### config.mk
export PLATFORM = sky130hd
export DESIGN_NAME = alive_counter_sequence_monitor_unit
export DESIGN_NICKNAME = d
export VERILOG_FILES = /design/src/design/acsm_pkg.sv /design/src/design/alive_counter_sequence_monitor_unit.sv /design/src/design/acsm_front.sv /design/src/design/acsm_queue.sv /design/src/design/acsm_back.sv
export SDC_FILE = /design/constraint.sdc
export NUM_CORES = 1
export LEC_CHECK = 0
export ABC_AREA = 1
export BUFFER_PORTS_ARGS = -buffer_cell sky130_fd_sc_hd__buf_2
export CORE_MARGIN = 2
export CORE_UTILIZATION = 55
export CTS_BUF_LIST = sky130_fd_sc_hd__clkbuf_8
export DETAILED_ROUTE_END_ITERATION = 8
export PLACE_DENSITY = 0.82
export SETUP_SLACK_MARGIN = 0.3
export SKIP_CTS_REPAIR_TIMING = 1
export SYNTH_ARGS = -nofsm -noshare
export SYNTH_HDL_FRONTEND = slang
export SYNTH_SLANG_ARGS = --single-unit
### constraint.sdc
create_clock -name clock -period 2.8 [get_ports clock]
set_clock_uncertainty 0.1 [all_clocks]
set_input_delay 0.14 -clock clock [delete_from_list [all_inputs] [get_ports clock]]
set_output_delay 0.14 -clock clock [all_outputs]
set_load 0.01 [all_outputs]
### src/design/acsm_pkg.sv
// Shared types and constants of the alive counter sequence monitor.
// No dependencies; used by every module of the block.
package acsm_pkg;

   localparam int COUNTER_BITS_DEFAULT = 8;
   localparam int ANGLE_BITS_DEFAULT   = 16;
   localparam int QUEUE_DEPTH_DEFAULT  = 2;
   localparam int LIMIT_BITS           = 4;
   localparam int CSR_INDEX_BITS       = 2;

   localparam int                    ANGLE_MIN_RESET = -512;
   localparam int                    ANGLE_MAX_RESET = 511;
   localparam logic [LIMIT_BITS-1:0] SEQ_LIMIT_RESET = 4'd2;
   localparam logic [LIMIT_BITS-1:0] REC_LIMIT_RESET = 4'd3;

   typedef enum logic [CSR_INDEX_BITS-1:0] {
      CSR_ANGLE_MIN = 2'd0,
      CSR_ANGLE_MAX = 2'd1,
      CSR_SEQ_LIMIT = 2'd2,
      CSR_REC_LIMIT = 2'd3
   } csr_index_type;

   // Classification made by the front end for each transaction.
   typedef struct packed {
      logic rx_fault;
      logic angle_fault;
   } acsm_flags_type;

   localparam int FLAGS_BITS = $bits(acsm_flags_type);

   // Limits handed from the configuration registers to the back end.
   typedef struct packed {
      logic [LIMIT_BITS-1:0] seq_limit;
      logic [LIMIT_BITS-1:0] rec_limit;
   } acsm_limits_type;

endpackage

### src/design/alive_counter_sequence_monitor_unit.sv
// Alive counter sequence monitor: each request transaction carries a
// receive-ok flag, an alive counter and a steering angle, and yields exactly
// one response transaction with the angle passed through and the receive,
// angle and recovery fault flags. The block sustains one transaction per
// clock cycle while the response side is not stalled; this rate is set by
// the back end, which updates the sequence state (last counter, mismatch and
// good counts, recovery mode) as it takes each transaction. With an idle
// pipeline a request passes through the queue entry and then the back end's
// result register before its response is offered. A two-entry queue between
// the front and the back lets the request side keep flowing for two
// transactions while the response side stalls. Configuration registers are
// written through the csr port, which is always ready; they should be
// changed only while no transaction is in flight. There is no clearing pass
// after reset.
// Depends on acsm_pkg, acsm_front, acsm_queue and acsm_back.
module alive_counter_sequence_monitor_unit #(
   parameter int COUNTER_BITS = acsm_pkg::COUNTER_BITS_DEFAULT,
   parameter int ANGLE_BITS   = acsm_pkg::ANGLE_BITS_DEFAULT,
   parameter int QUEUE_DEPTH  = acsm_pkg::QUEUE_DEPTH_DEFAULT
) (
   input  logic                                clock,
   input  logic                                reset,
   // Configuration write channel.
   input  logic                                csr_valid,
   output logic                                csr_ready,
   input  logic [acsm_pkg::CSR_INDEX_BITS-1:0] csr_index,
   input  logic [ANGLE_BITS-1:0]               csr_data,
   // Request channel.
   input  logic                                req_valid,
   output logic                                req_stall,
   input  logic                                req_rx_ok,
   input  logic [COUNTER_BITS-1:0]             req_alive_count_in,
   input  logic signed [ANGLE_BITS-1:0]        req_steer_angle_in,
   // Response channel.
   output logic                                rsp_valid,
   input  logic                                rsp_stall,
   output logic signed [ANGLE_BITS-1:0]        rsp_steer_angle_out,
   output logic                                rsp_fault_flag,
   output logic                                rsp_recovery_active,
   output logic                                rsp_rx_fault,
   output logic                                rsp_angle_fault
);
   import acsm_pkg::*;

   // Queue entry layout: flags, then counter, then angle.
   localparam int ENTRY_BITS = FLAGS_BITS + COUNTER_BITS + ANGLE_BITS;

   logic                    queue_full;
   logic                    queue_push;
   logic                    queue_pop;
   logic                    queue_not_empty;
   acsm_flags_type          push_flags;
   logic [COUNTER_BITS-1:0] push_count;
   logic [ANGLE_BITS-1:0]   push_angle;
   logic [ENTRY_BITS-1:0]   push_entry;
   logic [ENTRY_BITS-1:0]   head_entry;
   acsm_flags_type          head_flags;
   logic [COUNTER_BITS-1:0] head_count;
   logic [ANGLE_BITS-1:0]   head_angle;
   acsm_limits_type         limits;

   // The front end registers the configuration and classifies each request.
   acsm_front #(
      .COUNTER_BITS (COUNTER_BITS),
      .ANGLE_BITS   (ANGLE_BITS)
   ) u_front (
      .clock              (clock),
      .reset              (reset),
      .csr_valid          (csr_valid),
      .csr_ready          (csr_ready),
      .csr_index          (csr_index),
      .csr_data           (csr_data),
      .req_valid          (req_valid),
      .req_stall          (req_stall),
      .req_rx_ok          (req_rx_ok),
      .req_alive_count_in (req_alive_count_in),
      .req_steer_angle_in (req_steer_angle_in),
      .queue_full         (queue_full),
      .queue_push         (queue_push),
      .push_flags         (push_flags),
      .push_count         (push_count),
      .push_angle         (push_angle),
      .limits             (limits)
   );

   assign push_entry = {push_flags, push_count, push_angle};

   acsm_queue #(
      .DATA_BITS (ENTRY_BITS),
      .DEPTH     (QUEUE_DEPTH)
   ) u_queue (
      .clock     (clock),
      .reset     (reset),
      .push      (queue_push),
      .push_data (push_entry),
      .pop       (queue_pop),
      .full      (queue_full),
      .not_empty (queue_not_empty),
      .head_data (head_entry)
   );

   assign head_flags = acsm_flags_type'(head_entry[ENTRY_BITS-1 -: FLAGS_BITS]);
   assign head_count = head_entry[ANGLE_BITS +: COUNTER_BITS];
   assign head_angle = head_entry[ANGLE_BITS-1:0];

   // The back end tracks the counter sequence and holds the response.
   acsm_back #(
      .COUNTER_BITS (COUNTER_BITS),
      .ANGLE_BITS   (ANGLE_BITS)
   ) u_back (
      .clock               (clock),
      .reset               (reset),
      .entry_valid         (queue_not_empty),
      .entry_pop           (queue_pop),
      .entry_flags         (head_flags),
      .entry_count         (head_count),
      .entry_angle         (head_angle),
      .limits              (limits),
      .rsp_valid           (rsp_valid),
      .rsp_stall           (rsp_stall),
      .rsp_steer_angle_out (rsp_steer_angle_out),
      .rsp_fault_flag      (rsp_fault_flag),
      .rsp_recovery_active (rsp_recovery_active),
      .rsp_rx_fault        (rsp_rx_fault),
      .rsp_angle_fault     (rsp_angle_fault)
   );

endmodule

### src/design/acsm_front.sv
// Front end: configuration registers, input handshake and angle range check.
// Depends on acsm_pkg.
module acsm_front #(
   parameter int COUNTER_BITS = acsm_pkg::COUNTER_BITS_DEFAULT,
   parameter int ANGLE_BITS   = acsm_pkg::ANGLE_BITS_DEFAULT
) (
   input  logic                              clock,
   input  logic                              reset,
   input  logic                              csr_valid,
   output logic                              csr_ready,
   input  logic [acsm_pkg::CSR_INDEX_BITS-1:0] csr_index,
   input  logic [ANGLE_BITS-1:0]             csr_data,
   input  logic                              req_valid,
   output logic                              req_stall,
   input  logic                              req_rx_ok,
   input  logic [COUNTER_BITS-1:0]           req_alive_count_in,
   input  logic signed [ANGLE_BITS-1:0]      req_steer_angle_in,
   input  logic                              queue_full,
   output logic                              queue_push,
   output acsm_pkg::acsm_flags_type          push_flags,
   output logic [COUNTER_BITS-1:0]           push_count,
   output logic [ANGLE_BITS-1:0]             push_angle,
   output acsm_pkg::acsm_limits_type         limits
);
   import acsm_pkg::*;

   logic signed [ANGLE_BITS-1:0] angle_min_ff, angle_min_in;
   logic signed [ANGLE_BITS-1:0] angle_max_ff, angle_max_in;
   logic [LIMIT_BITS-1:0]        seq_limit_ff, seq_limit_in;
   logic [LIMIT_BITS-1:0]        rec_limit_ff, rec_limit_in;
   logic                         out_of_range;

   assign csr_ready = 1'b1;

   always_comb begin
      angle_min_in = angle_min_ff;
      angle_max_in = angle_max_ff;
      seq_limit_in = seq_limit_ff;
      rec_limit_in = rec_limit_ff;
      if (csr_valid && csr_ready) begin
         unique case (csr_index_type'(csr_index))
            CSR_ANGLE_MIN: angle_min_in = csr_data;
            CSR_ANGLE_MAX: angle_max_in = csr_data;
            CSR_SEQ_LIMIT: seq_limit_in = csr_data[LIMIT_BITS-1:0];
            CSR_REC_LIMIT: rec_limit_in = csr_data[LIMIT_BITS-1:0];
         endcase
      end
   end

   always_ff @(posedge clock) begin
      if (reset) begin
         angle_min_ff <= ANGLE_BITS'(ANGLE_MIN_RESET);
         angle_max_ff <= ANGLE_BITS'(ANGLE_MAX_RESET);
         seq_limit_ff <= SEQ_LIMIT_RESET;
         rec_limit_ff <= REC_LIMIT_RESET;
      end else begin
         angle_min_ff <= angle_min_in;
         angle_max_ff <= angle_max_in;
         seq_limit_ff <= seq_limit_in;
         rec_limit_ff <= rec_limit_in;
      end
   end

   assign limits.seq_limit = seq_limit_ff;
   assign limits.rec_limit = rec_limit_ff;

   // An empty range (min above max) flags every angle.
   assign out_of_range = (req_steer_angle_in < angle_min_ff) ||
                         (req_steer_angle_in > angle_max_ff);

   assign req_stall              = queue_full;
   assign queue_push             = req_valid && !req_stall;
   assign push_flags.rx_fault    = !req_rx_ok;
   assign push_flags.angle_fault = req_rx_ok && out_of_range;
   assign push_count             = req_alive_count_in;
   assign push_angle             = req_steer_angle_in;

endmodule

### src/design/acsm_queue.sv
// Short register queue between the front and back ends.
// Depends on acsm_pkg.
module acsm_queue #(
   parameter int DATA_BITS = 2,
   parameter int DEPTH     = acsm_pkg::QUEUE_DEPTH_DEFAULT
) (
   input  logic                 clock,
   input  logic                 reset,
   input  logic                 push,
   input  logic [DATA_BITS-1:0] push_data,
   input  logic                 pop,
   output logic                 full,
   output logic                 not_empty,
   output logic [DATA_BITS-1:0] head_data
);
   import acsm_pkg::*;

   localparam int PTR_BITS   = (DEPTH > 1) ? $clog2(DEPTH) : 1;
   localparam int COUNT_BITS = $clog2(DEPTH + 1);
   localparam logic [PTR_BITS-1:0]   LAST_PTR  = PTR_BITS'(DEPTH - 1);
   localparam logic [COUNT_BITS-1:0] FULL_FILL = COUNT_BITS'(DEPTH);

   logic [DATA_BITS-1:0]  entry_ff [DEPTH];
   logic [PTR_BITS-1:0]   wr_ptr_ff, wr_ptr_in;
   logic [PTR_BITS-1:0]   rd_ptr_ff, rd_ptr_in;
   logic [COUNT_BITS-1:0] fill_ff, fill_in;

   assign full      = (fill_ff == FULL_FILL);
   assign not_empty = (fill_ff != '0);
   assign head_data = entry_ff[rd_ptr_ff];

   always_comb begin
      wr_ptr_in = wr_ptr_ff;
      rd_ptr_in = rd_ptr_ff;
      fill_in   = fill_ff;
      if (push) begin
         wr_ptr_in = (wr_ptr_ff == LAST_PTR) ? '0 : wr_ptr_ff + 1'b1;
      end
      if (pop) begin
         rd_ptr_in = (rd_ptr_ff == LAST_PTR) ? '0 : rd_ptr_ff + 1'b1;
      end
      if (push && !pop) begin
         fill_in = fill_ff + 1'b1;
      end else if (pop && !push) begin
         fill_in = fill_ff - 1'b1;
      end
   end

   always_ff @(posedge clock) begin
      if (reset) begin
         wr_ptr_ff <= '0;
         rd_ptr_ff <= '0;
         fill_ff   <= '0;
      end else begin
         wr_ptr_ff <= wr_ptr_in;
         rd_ptr_ff <= rd_ptr_in;
         fill_ff   <= fill_in;
      end
   end

   always_ff @(posedge clock) begin
      if (push) begin
         entry_ff[wr_ptr_ff] <= push_data;
      end
   end

endmodule

### src/design/acsm_back.sv
// Back end: alive counter sequence tracking, mode control and result register.
// Depends on acsm_pkg.
module acsm_back #(
   parameter int COUNTER_BITS = acsm_pkg::COUNTER_BITS_DEFAULT,
   parameter int ANGLE_BITS   = acsm_pkg::ANGLE_BITS_DEFAULT
) (
   input  logic                         clock,
   input  logic                         reset,
   input  logic                         entry_valid,
   output logic                         entry_pop,
   input  acsm_pkg::acsm_flags_type     entry_flags,
   input  logic [COUNTER_BITS-1:0]      entry_count,
   input  logic [ANGLE_BITS-1:0]        entry_angle,
   input  acsm_pkg::acsm_limits_type    limits,
   output logic                         rsp_valid,
   input  logic                         rsp_stall,
   output logic signed [ANGLE_BITS-1:0] rsp_steer_angle_out,
   output logic                         rsp_fault_flag,
   output logic                         rsp_recovery_active,
   output logic                         rsp_rx_fault,
   output logic                         rsp_angle_fault
);
   import acsm_pkg::*;

   logic                    seen_ff, seen_in;
   logic                    recovery_ff, recovery_in;
   logic [COUNTER_BITS-1:0] last_ff, last_in;
   logic [LIMIT_BITS-1:0]   mismatch_ff, mismatch_in;
   logic [LIMIT_BITS-1:0]   good_ff, good_in;
   logic                    match;
   logic [LIMIT_BITS-1:0]   mismatch_sat;
   logic [LIMIT_BITS-1:0]   good_sat;

   logic                    valid_ff, valid_in;
   logic [ANGLE_BITS-1:0]   angle_ff;
   logic                    fault_ff, rec_out_ff, rx_fault_ff, angle_fault_ff;

   // The result register frees up when empty or when its transaction leaves.
   assign entry_pop = entry_valid && (!valid_ff || !rsp_stall);

   assign match        = (entry_count == COUNTER_BITS'(last_ff + 1'b1));
   assign mismatch_sat = (mismatch_ff < limits.seq_limit) ? mismatch_ff + 1'b1 : mismatch_ff;
   assign good_sat     = (good_ff < limits.rec_limit) ? good_ff + 1'b1 : good_ff;

   always_comb begin
      seen_in     = seen_ff;
      recovery_in = recovery_ff;
      last_in     = last_ff;
      mismatch_in = mismatch_ff;
      good_in     = good_ff;
      if (entry_pop) begin
         priority if (entry_flags.rx_fault) begin
            good_in = '0;
         end else if (!seen_ff) begin
            seen_in     = 1'b1;
            last_in     = entry_count;
            mismatch_in = '0;
            good_in     = '0;
         end else begin
            last_in = entry_count;
            priority if (!recovery_ff) begin
               if (match) begin
                  mismatch_in = '0;
               end else if (mismatch_sat >= limits.seq_limit) begin
                  recovery_in = 1'b1;
                  mismatch_in = '0;
                  good_in     = LIMIT_BITS'(1);
               end else begin
                  mismatch_in = mismatch_sat;
               end
            end else if (match) begin
               if (good_sat >= limits.rec_limit) begin
                  recovery_in = 1'b0;
                  mismatch_in = '0;
                  good_in     = '0;
               end else begin
                  good_in = good_sat;
               end
            end else begin
               good_in = LIMIT_BITS'(1);
            end
         end
      end
   end

   always_comb begin
      valid_in = valid_ff && rsp_stall;
      if (entry_pop) begin
         valid_in = 1'b1;
      end
   end

   always_ff @(posedge clock) begin
      if (reset) begin
         seen_ff     <= 1'b0;
         recovery_ff <= 1'b0;
         last_ff     <= '0;
         mismatch_ff <= '0;
         good_ff     <= '0;
         valid_ff    <= 1'b0;
      end else begin
         seen_ff     <= seen_in;
         recovery_ff <= recovery_in;
         last_ff     <= last_in;
         mismatch_ff <= mismatch_in;
         good_ff     <= good_in;
         valid_ff    <= valid_in;
      end
   end

   always_ff @(posedge clock) begin
      if (entry_pop) begin
         angle_ff       <= entry_angle;
         rec_out_ff     <= recovery_in;
         rx_fault_ff    <= entry_flags.rx_fault;
         angle_fault_ff <= entry_flags.angle_fault;
         fault_ff       <= recovery_in || entry_flags.rx_fault || entry_flags.angle_fault;
      end
   end

   assign rsp_valid           = valid_ff;
   assign rsp_steer_angle_out = angle_ff;
   assign rsp_fault_flag      = fault_ff;
   assign rsp_recovery_active = rec_out_ff;
   assign rsp_rx_fault        = rx_fault_ff;
   assign rsp_angle_fault     = angle_fault_ff;

endmodule

==> results of run 1 <==
-- worst max-delay path, cell delays in order (launching register included) --
cell and delay, ns:
dfxtp_2 0.35, inv_4 0.05, ha_4 0.23, nand2_2 0.07, nand2_2 0.07, nand3_4 0.07, nand2_4 0.08, nand2_2 0.08
o21a_1 0.16, inv_2 0.06, ha_4 0.24, inv_2 0.05, nor2_2 0.03, nor2_1 0.13, o21a_1 0.20, nand2_2 0.09
nor2_4 0.17, nand2_2 0.10, nor2_2 0.11, nand2_1 0.06, nand3_1 0.06, nand2_1 0.08, nor2_1 0.17
-- through the flow --
| stage | worst slack, ns | area [µm²] | total power, µW | setup TNS (ns) | instances |
|---|---|---|---|---|---|
| after floorplan | 0.3041 | 6546 | 4716 | 0 | 730 |
| after global placement | 0.1593 | 7044 | 5245 | 0 | 932 |
| after detailed placement | -0.05046 | 7044 | 5440 | -0.1284 | 932 |
| after CTS | -0.1694 | 7446 | 7119 | -0.9918 | 964 |
| after global routing | -0.2025 | 8212 | 8510 | -0.7660 | 1015 |
| final | -0.09920 | 8212 | 8048 | -0.1387 | 1015 |
-- kinds of logic after synthesis --
kind of cell	count (synthesis)
XOR/XNOR	8
adder cells (fa/ha/maj)	49
AO/OA/AOI/OAI	132
flip-flops	136
buffers and inverters	116
other	1
AND/OR/NAND/NOR	288
-- layer usage --
| layer | global-route usage [%] | up-vias | part of all wire [%] |
|---|---|---|---|
| met4 | 9.187 | 0 | 3.3 |
| met5 | 0 | - | 0 |
| met3 | 5.838 | 63 | 6.8 |
| met1 | 29.21 | 2616 | 40 |
| li1 | - | 2684 | - |
| met2 | 40.40 | 286 | 50 |
-- Yosys cell counts, drive strengths merged --
cell	n	share of area [%]
nor3	6	0.54
a21boi	1	0.12
nand3	36	3.0
a31oi	2	0.19
nand3b	3	0.35
a211oi	2	0.23
o21ai	50	3.9
or2	2	0.19
o211ai	16	1.8
ha	49	9.4
a21o	1	0.12
o21bai	1	0.12
a21oi	57	4.4
xnor2	2	0.27
edfxtp	72	33
clkbuf	12	0.69
o21a	2	0.23
buf	5	0.59
nand4	6	0.58
nand2	186	11
inv	98	5.6
clkinv	1	0.057
dfxtp	64	20
conb	1	0.057
nor2	49	3.0
xor2	6	0.81
-- final timing paths --
check	endpoint	from	slack [ns]
worst min register to register	u_queue.rd_ptr_ff	u_queue.rd_ptr_ff	0.37
worst max register to register	u_back.good_ff[2]	u_front.rec_limit_ff[1]	-0.1
worst min-delay path	u_front.seq_limit_ff[1]	csr_index[0]	-0.03
worst max-delay path	u_back.good_ff[2]	u_front.rec_limit_ff[1]	-0.1
-- power breakdown --
group	leakage [µW]	total (µW)	internal, µW	switching (µW)
combinational	0.00224	3450	1340	2110
sequential	0.00120	2920	2640	281
clock	0.000211	1670	940	734
-- flip-flops by register name, summed over array words and instances, names as in the netlist, 2 cells and up, named ones only --
signal and count:
u_back.rsp_steer_angle_out 16, u_back.last_ff 8, u_queue.fill_ff 2, u_front.rec_limit_ff 4, u_front.angle_min_ff 16, u_queue.entry_ff 52, u_back.good_ff 4, u_front.angle_max_ff 16
u_front.seq_limit_ff 4, u_back.mismatch_ff 4
-- cell type report --
| cell class | count | area (µm²) |
|---|---|---|
| Inverter | 99 | 379.1 |
| Tap cell | 143 | 178.9 |
| Multi-Input combinational cell | 478 | 2900 |
| Timing Repair Buffer | 127 | 894.6 |
| Fill cell | 776 | 3304 |
| Sequential cell | 136 | 3457 |
| Clock inverter | 15 | 167.7 |
| Clock buffer | 17 | 234.0 |
==> impl_metrics.csv, run 1 <==
group,metric,value,unit
status,status,"finished, violations left",
status,violations,"design-rule violations, negative hold slack, negative setup slack",
clock_network,clk_latency,0.45,ns
synthesis,synth_compound_area_share,11.16,%
floorplan,design.portCount,71,
synthesis,synth-xor-area-share,1.074,%
floorplan,dieArea,0.01275,mm²
synthesis,synth_fp_nets,827,
synthesis,yosys.area_share.adder,9.394,%
clock_network,numCtsBuffers,17,
global_route,grt_pass1_wl,23.94,mm
routing,antenna_left,0,
routing,vias,5649,
timing,setup_ws,-0.09920,ns
setup_path,cp_max_fo,5,
clock_network,clk_path_buf_depth,2,
floorplan,die_y,112.9,µm
routing,routedWlPerCell,16.23,µm
synthesis,ys_ff_latch,136,
floorplan,rows,39,
global_route,grt_util_all_layers,23.70,%
setup_path,required,3.07,ns
synthesis,ys_types,40,
synthesis,synth_mux_area_share,0,%
synthesis,syn_avg_cell_area,8.940,µm²
synthesis,yosys.area_share.simple,18.58,%
finish,diodes,0,
timing,maxSlewHeadroom,61.12,%
finish,layout_common_cells,"168 x nand2_1, 87 x inv_1, 72 x edfxtp_1",
setup_path,cp.arrival,3.17,ns
clock_network,clockRootBuffer,"clkbuf_8",
routing,vias_per_cell,5.566,
clock_network,cts_sinks,136,
timing,fin_crit,2.899,ns
synthesis,synth_seq_area_share,52.76,%
placement,place_congestion,0.8624,
timing,drv_slew,0,
floorplan,start_util,56.67,%
power,vdd_drop_max,0.6098,mV
routing,firstDrtPassIters,7,
setup_path,path_class,"reg -> reg",
placement,hpwl,9.992,mm
floorplan,fp.dieW,112.9,µm
timing,tightest_slew,0.5832,ns
routing,totalWireLength,16.48,mm
timing,hold_violations,2,
global_route,grt_pass1_vias,5288,
timing,fmax,0.3449,GHz
setup_path,end_kind,"flip-flop",
synthesis,synth.cell_area,0.006526,mm²
routing,drc,5,
clock_network,h-tree-depth,4,
synthesis,yosys_warnings,0,
global_route,grt_start_max_net_pins,59,
synthesis,synth_top_family_by_area,"simple AND/OR/NAND/NOR gates",
finish,area_growth,25.82,%
placement,portBuffers,69,
flow_run,maxCapViolations,0,
floorplan,core_region_area,0.01152,mm²
global_route,antenna_found_initial,0,
global_route,overflow,0,
timing,setup_violations,3,
setup_path,worst_setup_path_start_kind,"flip-flop",
timing,grt_setup_unrepaired,"yes",
finish,fin_nets,956,
timing,holdWs,-0.03215,ns
finish,drive_gt1_share,20.99,%
finish,final_common_cell,"nand2_1",
clock_network,cts_tree,"yes",
power,leakage,0.003659,µW
timing,timing.final.crit_share,103.5,%
synthesis,postSynthCellCount,730,
power,powerDensity,980.0,mW/mm²
min_path,hp-class,"in -> reg",
finish,utilization,71.31,%
min_path,hold_path_depth,4,
routing,drtIter0Drc,656,
setup_path,ff2ff_path_depth,22,
clock_network,clk_pin_slew_worst_paths,0.08,ns
Note: power is estimated with default switching activity, not from simulation.
==> run 2, diff against run 1 <==
--- a/config.mk
+++ b/config.mk
@@ -11,7 +11,7 @@
 export CORE_UTILIZATION = 55
 export CTS_BUF_LIST = sky130_fd_sc_hd__clkbuf_8
 export DETAILED_ROUTE_END_ITERATION = 8
-export PLACE_DENSITY = 0.82
+export PLACE_DENSITY_LB_ADDON = 0.12
 export SETUP_SLACK_MARGIN = 0.3
 export SKIP_CTS_REPAIR_TIMING = 1
 export SYNTH_ARGS = -nofsm -noshare
==> impl_metrics.csv, run 2 (synthesis gave the netlist of run 1 again) <==
group,metric,value,unit
power,p_clk_share,21.9,%
floorplan,start_util,56.67,%
routing,firstDrtPassIters,7,
status,violations,"design-rule violations",
clock_network,clk_pin_slew_worst_paths,0.07,ns
power,sequentialPowerShare,36.0,%
timing,timing.final.crit_share,98.03,%
timing,fmax,0.3643,GHz
floorplan,die_y,112.9,µm
min_path,hp-class,"in -> reg",
setup_path,worst_path_largest_cell_delay,0.35,ns
timing,hold_violations,0,
finish,final_common_cell,"nand2_1",
placement,place_congestion,0.8568,
finish,layout_common_cells,"170 x nand2_1, 87 x inv_1, 72 x edfxtp_1",
timing,setup-tns-final,0,ns
routing,totalWireLength,14.89,mm
setup_path,critical_path.slowest_cell,"dfxtp_2",
timing,fin_crit,2.745,ns
placement,hpwl,9.757,mm
finish,seq_area,0.003456,mm²
power,p_comb_share,42.1,%
placement,post-place-ws,-0.003430,ns
routing,routedWlPerCell,14.57,µm
power,leakage,0.003713,µW
status,status,"finished, violations left",
flow_run,maxCapViolations,0,
timing,holdWs,0.02482,ns
routing,antenna_left,0,
timing,drv_slew,0,
finish,stdcell_count,1022,
setup_path,critical-path-top-delay-family,"simple AND/OR/NAND/NOR gates",
clock_network,numCtsBuffers,17,
routing,drc,6,
placement,dp_cells,935,
floorplan,dieArea,0.01275,mm²
floorplan,design.portCount,71,
floorplan,rows,39,
placement,portBuffers,69,
power,powerDensity,971.6,mW/mm²
timing,tightest_slew,0.4878,ns
clock_network,clk_latency,0.45,ns
timing,setup_ws,0.05522,ns
finish,largest_reg_flops,52,
global_route,grt_pass1_vias,5037,
clock_network,h-tree-depth,4,
setup_path,worst_setup_path_start_kind,"flip-flop",
timing,grt_setup_unrepaired,"yes",
power,p_sw_share,37.17,%
setup_path,path_class,"reg -> reg",
routing,drtIter0Drc,392,
power,vdd_drop_max,0.7619,mV
placement,place_area,0.007067,mm²
finish,stdcell_area,0.008273,mm²
finish,multi_input_area,0.002882,mm²
global_route,antenna_found_initial,0,
setup_path,required,3.08,ns
finish,n_fill_cell,843,
setup_path,worstPathCellList,"inv_4 -> ha_4 -> a21boi_1 -> o21bai_1 -> nand2_2 -> inv_2 -> nand2_1 -> o21ai_2 -> inv_2 -> ha_4 -> nand2_2 -> inv_2 -> o21ai_4 -> nand3_4 -> nor3_4 -> nand3_1 -> nand3_1 -> nand2_1 -> nor2_1",
finish,regMostFlops,"u_queue.entry_ff",
setup_path,path_buf_inv,4,
global_route,overflow,0,
setup_path,cp_max_fo,5,
timing,maxSlewHeadroom,67.13,%
clock_network,cts_sinks,136,
clock_network,cts_tree,"yes",
clock_network,clk_path_buf_depth,2,
setup_path,path_common_cell,"inv_2",
clock_network,clockRootBuffer,"clkbuf_8",
setup_path,cp.arrival,3.03,ns
finish,fin_nets,963,
floorplan,fp.dieW,112.9,µm
power,switching_power,2987,µW
setup_path,end_kind,"flip-flop",
finish,drive_gt1_share,21.05,%
routing,vias,5344,
global_route,grt_util_all_layers,22.75,%
timing,setup_violations,0,
global_route,grt_pass1_wl,22.71,mm
finish,diodes,0,
power,internal-power,5051,µW
global_route,grt_start_max_net_pins,32,
floorplan,core_region_area,0.01152,mm²
finish,area_growth,26.76,%
routing,vias_per_cell,5.229,
-- run 2: changes by cell type in the layout (fill, tap and decap cells not counted), moves of 2 or more --
cell     before  now
buf_4        13   19
dfxtp_2       5    7
ha_2          0    2
ha_4          9    7
nand2_1     168  170
nand2_2      15   11
nand2_4       3    5
nor2_1       39   42
nor2_2        8    5
-- run 2: final cells by class --
class | instances | area share (%)
flip-flops and latches | 136 | 41.77
multi-input cells | 478 | 34.83
repair buffers | 134 | 11.49
inverters | 99 | 4.583
clock buffers | 17 | 2.828
clock inverters | 15 | 2.329
well taps | 143 | 2.163
-- run 2: worst paths after layout --
check,start,to,slack [ns],cells after the start
min reg2reg,u_front.angle_min_ff[2],u_front.angle_min_ff[2],0.36,2
max,u_front.seq_limit_ff[1],u_back.mismatch_ff[1],0.06,19
min,csr_index[1],u_front.rec_limit_ff[1],0.02,4
max reg2reg,u_front.seq_limit_ff[1],u_back.mismatch_ff[1],0.06,19
-- run 2: worst reg2reg max path, delay by kind of cell, from the launching register on --
kind / cells / cell delay, ns
buffers and inverters: 4 / 0.27
adder cells (fa/ha/maj): 2 / 0.44
AND/OR/NAND/NOR: 9 / 1.02
flip-flops: 1 / 0.35
AO/OA/AOI/OAI: 4 / 0.49
-- run 2: metrics by stage --
stage / utilization [%] / total power, µW
2_1_floorplan: - / 4716
3_3_place_gp: 61.36 / 5296
3_5_place_dp: 61.36 / 5444
4_1_cts: 65.07 / 7206
5_1_grt: 71.84 / 8609
6_report: 71.84 / 8038
-- run 2: power by group through the flow --
stage	Combinational (µW)	Clock, µW	Sequential [µW]
finish	3390	1760	2900
global route	3800	1870	2950
CTS	2570	1780	2860
detailed placement	2550	0	2900
global placement	2420	0	2880
floorplan	1760	0	2950
-- run 2: metal layers --
| metal | part of all wire [%] | wire (µm) | vias up | GRT usage (%) |
|---|---|---|---|---|
| li1 | - | - | 2702 | - |
| met1 | 45 | 6692 | 2464 | 28.97 |
| met2 | 47 | 7067 | 139 | 37.19 |
| met3 | 4.9 | 737 | 39 | 5.785 |
| met4 | 2.6 | 393 | 0 | 9.593 |
| met5 | 0 | 0 | - | 0 |
==> run 3, diff against run 2 <==
--- a/config.mk
+++ b/config.mk
@@ -5,10 +5,9 @@
 export SDC_FILE = /design/constraint.sdc
 export NUM_CORES = 1
 export LEC_CHECK = 0
-export ABC_AREA = 1
 export BUFFER_PORTS_ARGS = -buffer_cell sky130_fd_sc_hd__buf_2
 export CORE_MARGIN = 2
-export CORE_UTILIZATION = 55
+export CORE_UTILIZATION = 61
 export CTS_BUF_LIST = sky130_fd_sc_hd__clkbuf_8
 export DETAILED_ROUTE_END_ITERATION = 8
 export PLACE_DENSITY_LB_ADDON = 0.12
==> constraint.sdc (replaced) <==
create_clock -name clock -period 2.6 [get_ports clock]
set_clock_uncertainty 0.1 [all_clocks]
set_input_delay 0.13 -clock clock [delete_from_list [all_inputs] [get_ports clock]]
set_output_delay 0.13 -clock clock [all_outputs]
set_load 0.01 [all_outputs]
==> impl_metrics.csv, run 3 <==
group,metric,value,unit
status,status,"finished, violations left",
status,violations,"negative hold slack, negative setup slack",
clock_network,cts_tree,"yes",
timing,timing.final.crit_share,117.9,%
finish,final_common_cell,"nand2_1",
global_route,grt_pass1_wl,21.91,mm
setup_path,reg2reg_slack,-0.47,ns
timing,tightest_slew,0.7387,ns
routing,wl_met1,6.326,mm
synthesis,synth.cell_area,0.006410,mm²
floorplan,dieArea,0.01134,mm²
routing,vias,4991,
setup_path,worstPathCellList,"inv_2 -> ha_4 -> a21o_1 -> a21o_1 -> a21oi_4 -> mux2_4 -> ha_4 -> a21o_1 -> a21o_1 -> a21oi_2 -> buf_4 -> and3b_2 -> buf_6 -> nand4_1 -> o311ai_2",
finish,drive_gt1_share,28.00,%
synthesis,ys_types,54,
timing,hold_violations,1,
synthesis,syn_avg_cell_area,11.05,µm²
finish,diodes,0,
routing,wl_met2,7.416,mm
timing,setup_violations,11,
power,powerDensity,800.0,mW/mm²
flow_run,maxCapViolations,0,
synthesis,synthTopCellsByArea,"edfxtp_1 34%, dfxtp_1 20%, ha_1 9.6%",
finish,layout_common_cells,"75 x nand2_1, 72 x edfxtp_1, 69 x buf_2",
finish,fin_nets,835,
floorplan,fp.dieW,106.5,µm
setup_path,ff2ff_path_depth,15,
timing,holdWs,-0.01385,ns
clock_network,clk_path_buf_depth,2,
setup_path,worst_setup_path_start_kind,"flip-flop",
routing,vias_per_cell,5.633,
placement,portBuffers,69,
clock_network,clk_pin_slew_worst_paths,0.08,ns
timing,drv_slew,0,
setup_path,path_buf_inv,3,
timing,maxSlewHeadroom,50.54,%
synthesis,synth_common_cells,"75 x nand2_1, 72 x edfxtp_1, 64 x dfxtp_1, 49 x ha_1, 47 x inv_1",
min_path,hold_path.startpoint,"req_valid",
synthesis,yosys.area_share.adder,9.565,%
synthesis,synth_mux_area_share,6.383,%
finish,stdcell_area,0.008240,mm²
synthesis,synth_fp_nets,677,
routing,antenna_left,0,
timing,setup_ws,-0.4658,ns
setup_path,critical_path.slowest_cell,"mux2_4",
synthesis,async_flop_share,0,%
floorplan,die_y,106.5,µm
setup_path,critical-path-top-delay-family,"compound AO/OA/AOI/OAI gates",
synthesis,yosysTopAreaCell,"edfxtp_1",
timing,fmax,0.3262,GHz
synthesis,yosys_warnings,0,
finish,largest_reg_flops,52,
finish,utilization,80.18,%
synthesis,ys_ff_latch,136,
synthesis,yosys.area_share.simple,11.24,%
synthesis,ys.flop_type,"edfxtp_1",
clock_network,h-tree-depth,4,
setup_path,cp_max_fo,4,
global_route,grt_start_max_net_pins,44,
setup_path,worst_path_largest_cell_delay,0.35,ns
power,leakage,0.003536,µW
placement,place_congestion,0.8790,
power,vdd_drop_max,0.3902,mV
routing,wl_met3,883,µm
synthesis,synth_edf_count,72,
routing,drc,0,
setup_path,r2r-end,"u_back.mismatch_ff[0]",
timing,grt_setup_unrepaired,"yes",
min_path,hold_path_depth,4,
clock_network,clockRootBuffer,"clkbuf_8",
setup_path,end_kind,"flip-flop",
setup_path,path_common_cell,"a21o_1",
global_route,overflow,0,
floorplan,design.portCount,71,
global_route,grt_pass1_vias,4672,
timing,fin_crit,3.066,ns
min_path,hold_end,"u_queue.wr_ptr_ff",
global_route,antenna_found_initial,0,
setup_path,path_class,"reg -> reg",
synthesis,postSynthCellCount,580,
synthesis,synth-xor-area-share,3.084,%
clock_network,cts_sinks,136,
routing,routedWlPerCell,16.77,µm
clock_network,clk_latency,0.45,ns
floorplan,rows,37,
synthesis,synth_most_common_cell,"nand2_1",
finish,regMostFlops,"u_queue.entry_ff",
floorplan,core_region_area,0.01028,mm²
setup_path,required,2.84,ns
global_route,grt_util_all_layers,24.88,%
min_path,hp-class,"in -> reg",
placement,hpwl,9.639,mm
routing,firstDrtPassIters,5,
placement,place_area,0.007273,mm²
setup_path,rr_startpoint,"u_front.seq_limit_ff[1]",
synthesis,synth_compound_area_share,11.48,%
clock_network,numCtsBuffers,17,
routing,top_layer,"met4",
synthesis,synth_top_family_by_area,"compound AO/OA/AOI/OAI gates",
synthesis,synth_top_area_share,33.73,%
routing,drtIter0Drc,303,
setup_path,cp.arrival,3.31,ns
routing,totalWireLength,14.86,mm
floorplan,start_util,62.37,%
finish,area_growth,28.56,%
synthesis,synth_seq_area_share,53.72,%
run 3: cell types whose count changed in the layout (fill, tap and decap cells not counted), sizes merged, moves of 25 or more:
| cell | delta |
|---|---|
| inv | -52 |
| a21oi | -25 |
| nand2 | -111 |
| buf | +29 |
| o21ai | -38 |
| nand3 | -27 |
run 3: worst max path at each step:
stage	startpoint	to	slack (ns)	cells after the start
2_1_floorplan	u_front.rec_limit_ff[1]	u_back.mismatch_ff[0]	-0.30	15
3_3_place_gp	u_front.rec_limit_ff[1]	u_back.good_ff[1]	-0.34	16
3_5_place_dp	u_back.mismatch_ff[2]	u_back.mismatch_ff[2]	-0.45	13
4_1_cts	u_front.seq_limit_ff[2]	u_back.mismatch_ff[2]	-0.51	14
5_1_grt	u_front.rec_limit_ff[1]	u_back.good_ff[3]	-0.60	16
6_report	u_front.seq_limit_ff[1]	u_back.mismatch_ff[0]	-0.47	15
run 3: metrics by stage:
step	power [µW]	TNS [ns]	std cells	worst slack (ns)
2_1_floorplan	4171	-1.793	580	-0.2967
3_5_place_dp	4839	-4.262	809	-0.4541
5_1_grt	6908	-6.181	886	-0.6018
3_3_place_gp	4754	-3.069	809	-0.3388
6_report	6593	-4.562	886	-0.4658
4_1_cts	6476	-4.779	840	-0.5060
run 3: where the power goes:
part	internal (µW)	switching, µW
combinational	937	1090
sequential	2740	184
clock	834	807
total	4510	2080
run 3: metal layers:
layer / vias up / track usage (%)
li1: 2388 / -
met1: 2406 / 32.44
met2: 173 / 41.35
met3: 24 / 5.763
met4: 0 / 7.978
met5: - / 0
run 3: layout make-up:
class	instances	area (µm²)
tap	136	170.2
timing repair buffer	161	1161
sequential	136	3452
inverter	49	183.9
fill	631	2037
clock inverter	14	133.9
multi-input combinational	373	2905
clock buffer	17	234.0
run 3: kinds of logic after synthesis:
logic type | Yosys count
simple gates | 157
flops | 136
compound gates | 109
buf+inv | 71
fa+ha+maj | 49
mux | 36
xor+xnor | 21
other cells | 1
run 3: worst reg2reg max path, stage by stage (launching register included):
cell	delay, ns
dfxtp_2	0.32
inv_2	0.06
ha_4	0.19
a21o_1	0.14
a21o_1	0.17
a21oi_4	0.25
mux2_4	0.35
ha_4	0.21
a21o_1	0.15
a21o_1	0.16
a21oi_2	0.18
buf_4	0.14
and3b_2	0.21
buf_6	0.11
nand4_1	0.11
o311ai_2	0.10
